File: config.mk
export PLATFORM = sky130hd
export DESIGN_NAME = srr_ring_seq
export DESIGN_NICKNAME = d
export VERILOG_FILES = /design/src/hw/rtl/square_region_rotator_top_defines.svh /design/src/hw/rtl/srr_pkg.sv /design/src/hw/rtl/srr_ring_seq.sv
export SDC_FILE = /design/constraint.sdc
export NUM_CORES = 1
export LEC_CHECK = 0
export ABC_AREA = 1
export BUFFER_PORTS_ARGS = -buffer_cell sky130_fd_sc_hd__buf_2
export CAP_MARGIN = 20
export CORE_MARGIN = 3
export CORE_UTILIZATION = 55
export DETAILED_ROUTE_END_ITERATION = 16
export PLACE_DENSITY = 0.82
export SLEW_MARGIN = 10
export SYNTH_ARGS = -nofsm -noshare
export SYNTH_HDL_FRONTEND = slang
export SYNTH_SLANG_ARGS = --single-unit
File: constraint.sdc
create_clock -name i_clk -period 5.8 [get_ports i_clk]
set_input_delay 0.58 -clock i_clk [delete_from_list [all_inputs] [get_ports i_clk]]
set_output_delay 0.58 -clock i_clk [all_outputs]
set_load 0.01 [all_outputs]
File: src/hw/rtl/square_region_rotator_top_defines.svh
// Assertion macros used by the square region rotator top.
// No dependencies; the clock i_clk and reset i_rst_n must be in scope.
`ifndef SQUARE_REGION_ROTATOR_TOP_DEFINES_SVH
`define SQUARE_REGION_ROTATOR_TOP_DEFINES_SVH

// Same-cycle implication, muted while reset is asserted
`define SRR_ASSERT_IMP(label, ante, cons, msg) \
    label: assert property (@(posedge i_clk) disable iff (!i_rst_n) (ante) |-> (cons)) \
        else $error(msg);

// Next-cycle implication, muted while reset is asserted
`define SRR_ASSERT_NXT(label, ante, cons, msg) \
    label: assert property (@(posedge i_clk) disable iff (!i_rst_n) (ante) |=> (cons)) \
        else $error(msg);

`endif

File: src/hw/rtl/srr_pkg.sv
// Shared types and constants for the square region rotator.
// No dependencies; imported by every module of the block.
package srr_pkg;

    localparam int CELL_W  = 13;
    localparam int COORD_W = 7;
    localparam int RAD_W   = 5;
    localparam int SIDE_W  = 7;

    localparam logic [SIDE_W-1:0] SIDE_RESET = 7'd64;

    // request type codes
    localparam logic [1:0] REQ_INIT   = 2'd0;
    localparam logic [1:0] REQ_ROTATE = 2'd1;
    localparam logic [1:0] REQ_READ   = 2'd2;

    typedef struct packed {
        logic [1:0]         req_type;
        logic [COORD_W-1:0] center_row;
        logic [COORD_W-1:0] center_col;
        logic [RAD_W-1:0]   radius;
        logic               direction;
    } t_req;

    typedef struct packed {
        logic [CELL_W-1:0] cell_value;
        logic              status;
    } t_rsp;

    // control from the main sequencer to the ring walker
    typedef struct packed {
        logic load;
        logic step;
    } t_seq_ctl;

    // the four cells of one rotation group, entry 0 first in the swap chain
    typedef struct packed {
        logic [3:0][COORD_W-1:0] row;
        logic [3:0][COORD_W-1:0] col;
        logic                    last;
    } t_ring_cells;

endpackage

File: src/hw/rtl/srr_ring_seq.sv
// Ring walker: steps through the rings and positions of a rotation and
// gives the four cells of each swap group. Depends on srr_pkg.
module srr_ring_seq import srr_pkg::*; (
    input  logic        i_clk,
    input  t_seq_ctl    i_ctl,
    input  t_req        i_req,
    output t_ring_cells o_cells
);

    logic [COORD_W-1:0] r_x;
    logic [COORD_W-1:0] r_y;
    logic [RAD_W-1:0]   r_r;
    logic               r_ccw;
    logic [RAD_W-1:0]   r_j;
    logic [RAD_W:0]     r_k;

    logic [RAD_W:0]     k_end;
    logic [COORD_W-1:0] top, bot, lft, rgt, kk;

    // ring j runs positions k = 0 .. 2j-1
    assign k_end = {r_j, 1'b0} - (RAD_W+1)'(1);

    always_ff @(posedge i_clk) begin
        if (i_ctl.load) begin
            r_x   <= i_req.center_row;
            r_y   <= i_req.center_col;
            r_r   <= i_req.radius;
            r_ccw <= i_req.direction;
            r_j   <= RAD_W'(1);
            r_k   <= '0;
        end else if (i_ctl.step) begin
            if (r_k == k_end) begin
                r_j <= r_j + RAD_W'(1);
                r_k <= '0;
            end else begin
                r_k <= r_k + (RAD_W+1)'(1);
            end
        end
    end

    // ring bounds for the current group
    always_comb begin
        top = COORD_W'(r_x - COORD_W'(r_j));
        bot = COORD_W'(r_x + COORD_W'(r_j));
        lft = COORD_W'(r_y - COORD_W'(r_j));
        rgt = COORD_W'(r_y + COORD_W'(r_j));
        kk  = COORD_W'(r_k);
    end

    // cells of the group; each takes the value of the next one in the chain
    always_comb begin
        o_cells.last = (r_k == k_end) && (r_j == r_r);
        if (r_ccw) begin
            o_cells.row[0] = COORD_W'(top + kk);  o_cells.col[0] = lft;
            o_cells.row[1] = top;                 o_cells.col[1] = COORD_W'(rgt - kk);
            o_cells.row[2] = COORD_W'(bot - kk);  o_cells.col[2] = rgt;
            o_cells.row[3] = bot;                 o_cells.col[3] = COORD_W'(lft + kk);
        end else begin
            o_cells.row[0] = top;                 o_cells.col[0] = COORD_W'(lft + kk);
            o_cells.row[1] = COORD_W'(bot - kk);  o_cells.col[1] = lft;
            o_cells.row[2] = bot;                 o_cells.col[2] = COORD_W'(rgt - kk);
            o_cells.row[3] = COORD_W'(top + kk);  o_cells.col[3] = rgt;
        end
    end

endmodule

==> impl_table.tex <==
\begin{tabular}{lr}
\hline
Metric & Value \\
\hline
\multicolumn{2}{l}{\textbf{Floorplan}} \\
\quad Initial cell density of the core & 0.5745 \\
\quad Horizontal die dimension & 90.94 µm \\
\quad Core Footprint & between 6000 and 7000 µm² \\
\quad Die Footprint & 8269 µm² \\
\quad Core Rows & 30 \\
\quad Y dimension of the die & 90.94 µm \\
\quad IO Count & 82 \\
\multicolumn{2}{l}{\textbf{Yosys}} \\
\quad Synthesized instance count & 579 \\
\quad Synthesis warning total & 0 \\
\quad Count of unique library cells instantiated by Yosys & 36 \\
\quad Number of synthesized flops with an enable pin & 20 \\
\quad Avg Cell Area, Syn & 6.852 µm² \\
\quad Dominant synthesized flop cell & edfxtp\_1 \\
\quad Post-synthesis sequential element count & 31 \\
\quad Syn nets & 660 \\
\quad Async SR Flop Fraction & 0 \\
\quad Register area share after synthesis & 0.2069 \\
\quad Synthesized area & $\sim$4000 µm² \\
\multicolumn{2}{l}{\textbf{Placed design}} \\
\quad RD Place Congestion & 0.9995 \\
\quad Port Buffers & 79 \\
\quad HPWL Detailed & 7.955 mm \\
\quad Placed instance count & 736 \\
\multicolumn{2}{l}{\textbf{Routing}} \\
\quad Vias post-DR & 4096 \\
\quad 1st-pass router iterations & 6 \\
\quad Wire length per cell after detailed routing & roughly 14 µm \\
\quad Residual DRC & 0 \\
\quad Vias per std cell & approximately 5.5 \\
\quad Post-route antenna net violation count & 0 \\
\quad Final wirelength & a little over 10 mm \\
\quad Drt initial violations & 256 \\
\multicolumn{2}{l}{\textbf{Final layout}} \\
\quad Sequential cell area & 820.8 µm² \\
\quad Area growth, synth to finish & 13.09\% \\
\quad Leading cell type in the layout, fill and taps excluded & nand2\_1 \\
\quad Fill cell instance count of the final layout & 651 \\
\quad Final instance count without filler cells & 744 \\
\quad Final \#Nets & 728 \\
\quad Footprint of the multi-input gates & roughly 2800 µm² \\
\quad Top library cells by usage in the layout, fill and taps aside & nand2\_1, buf\_2, inv\_1 \\
\quad Ratio of cells with drive above 1 in the final layout & 0.1512 \\
\quad Inserted Diodes & 0 \\
\multicolumn{2}{l}{\textbf{Pwr}} \\
\quad P\_leak & 2.373 nW \\
\quad Maximum vdd drop & between 0.15 and 0.2 mV \\
\quad Power density over the cells & 229.8 nW/µm² \\
\quad Total power draw & 1.031 mW \\
\multicolumn{2}{l}{\textbf{STA}} \\
\quad TNS Setup & 0 ns \\
\quad Largest clock skew in the final design & 0.008139 ns \\
\quad Upper clock frequency limit & 0.2445 GHz \\
\quad Normalized max-slew margin & 0.6416 \\
\quad Final-report setup violation count & 0 \\
\quad Period utilization & 0.7052 \\
\quad Final hold violation count & 0 \\
\quad Worst Max-Slew Pin Slew & approximately 0.54 ns \\
\quad Final slew viol count & 0 \\
\quad Fin crit period & approximately 4.1 ns \\
\quad Unrepaired setup endpoints after global routing & no \\
\quad Final hold slack & 0.4662 ns \\
\multicolumn{2}{l}{\textbf{Critical path}} \\
\quad Critical Path Start Type & register \\
\quad Arr. time, crit path & roughly 3.5 ns \\
\quad Kind of critical path & reg -> out \\
\quad Reg2reg setup slack & 3.43 ns \\
\quad Largest fanout on the critical path & 11 \\
\quad Critical path data required time & 5.22 ns \\
\quad Sort of element at the end of the critical path & primary output \\
\multicolumn{2}{l}{\textbf{Global routing}} \\
\quad Pin count of the biggest net entering global routing & 56 \\
\quad GRT Util Overall & 0.2406 \\
\quad Via count of the first global-routing pass & 3777 \\
\quad Global route total overflow & 0 \\
\quad Wire length of the first global-routing pass & approximately 17 mm \\
\quad Number of antenna violations at the first check in global routing & 0 \\
\multicolumn{2}{l}{\textbf{CTS}} \\
\quad Clock tree from TritonCTS & yes \\
\quad Register clock-pin slew on the reported worst setup and hold paths & 0.07 ns \\
\quad H-tree level count & 2 \\
\quad TritonCTS buffer count & 5 \\
\quad Clock root buffer & clkbuf\_8 \\
\quad Clock latency reported for the late side of the worst-skew pair & around 0.28 ns \\
\quad Number of buffers inserted by hold repair at cts & 0 \\
\quad PostCTS Resize Cnt & 0 \\
\quad Clk buf depth & 2 \\
\quad Buffer count from post-CTS setup fixing & 0 \\
\quad Clock sink count & 31 \\
\multicolumn{2}{l}{\textbf{Worst hold path}} \\
\quad Class of the tightest hold or removal check & in -> reg \\
\multicolumn{2}{l}{\textbf{Status}} \\
\quad Status & completed \\
\multicolumn{2}{l}{\textbf{Flow run}} \\
\quad \# Max-Cap Violations & 0 \\
\hline
\end{tabular}
-- critical path: stages, from the launching register on --
cell     delay, ns
dfxtp_1       0.60
inv_2         0.15
ha_1          0.45
inv_1         0.14
o31ai_1       0.33
xor2_1        0.29
inv_1         0.08
ha_1          0.34
a21oi_1       0.20
o21a_1        0.14
nand2_1       0.09
nand3_1       0.11
nand3_1       0.08
nand2_1       0.09
buf_2         0.13
-- cells by family after synthesis --
kind of cell             count (synthesis)  synth area share
AND/OR/NAND/NOR                        288            0.3182
buffers and inverters                   87           0.08893
AO/OA/AOI/OAI                           81            0.1126
adder cells (fa/ha/maj)                 56            0.1917
XOR/XNOR                                35           0.07915
flip-flops                              31            0.2069
multiplexers                             1          0.002523
-- worst paths after layout --
| check | from | endpoint | depth (start not counted) |
|---|---|---|---|
| setup / recovery | r_j[2]$_SDFFE_PP0P_ | o_cells[35] | 14 |
| hold / removal | i_req[18] | r_x[5]$_DFFE_PP_ | 1 |
| setup reg to reg | r_j[1]$_SDFFE_PP0P_ | r_j[1]$_SDFFE_PP0P_ | 11 |
| hold reg to reg | r_j[4]$_SDFFE_PP0P_ | r_j[4]$_SDFFE_PP0P_ | 2 |
-- per-layer routing --
metal / vias to the layer above / track usage / part of all wire
met5: - / 0 / 0
met4: 0 / 0.09925 / 0.023
met3: 20 / 0.02651 / 0.069
met2: 174 / 0.4102 / 0.46
met1: 1853 / 0.3088 / 0.45
li1: 2049 / - / -
-- flip-flops by register name, indices dropped and copies added (netlist names) --
register	cells
r_y	7
r_ccw	1
r_r	5
r_x	7
r_k	6
r_j	5
-- Yosys cell counts, types with 8 or more instances --
master / number / area, µm²
a21oi_1: 27 / 135.1
clkbuf_1: 8 / 30.03
dfxtp_1: 11 / 220.2
edfxtp_1: 20 / 600.6
fa_1: 8 / 160.2
ha_1: 48 / 600.6
inv_1: 64 / 240.2
nand2_1: 170 / 638.1
nand3_1: 63 / 315.3
nand3b_1: 8 / 60.06
nand4_1: 15 / 93.84
nor2_1: 21 / 78.83
o21ai_0: 37 / 185.2
xnor2_1: 12 / 105.1
xor2_1: 22 / 192.7
-- stage by stage --
stage / setup slack, ns / utilization / instance area (µm²)
after global routing: 1.417 / 0.6496 / 4487
after floorplan: 2.673 / - / 3968
after detailed placement: 2.064 / 0.6366 / 4397
after global placement: 2.153 / 0.6366 / 4397
after CTS: 1.735 / 0.6496 / 4487
final: 1.710 / 0.6496 / 4487
-- cell type report --
type,count,share of cell area
Clock buffer,7,0.01924
Clock inverter,1,0.0008366
Inverter,67,0.05605
Multi-Input combinational cell,461,0.6227
Sequential cell,31,0.1829
Tap cell,96,0.02677
Timing Repair Buffer,81,0.09147
-- power by group --
group          internal (mW)  switching, mW
combinational          0.232          0.357
sequential             0.251         0.0180
clock                 0.0949         0.0777
No activity file was read; power rests on OpenSTA's default activity.
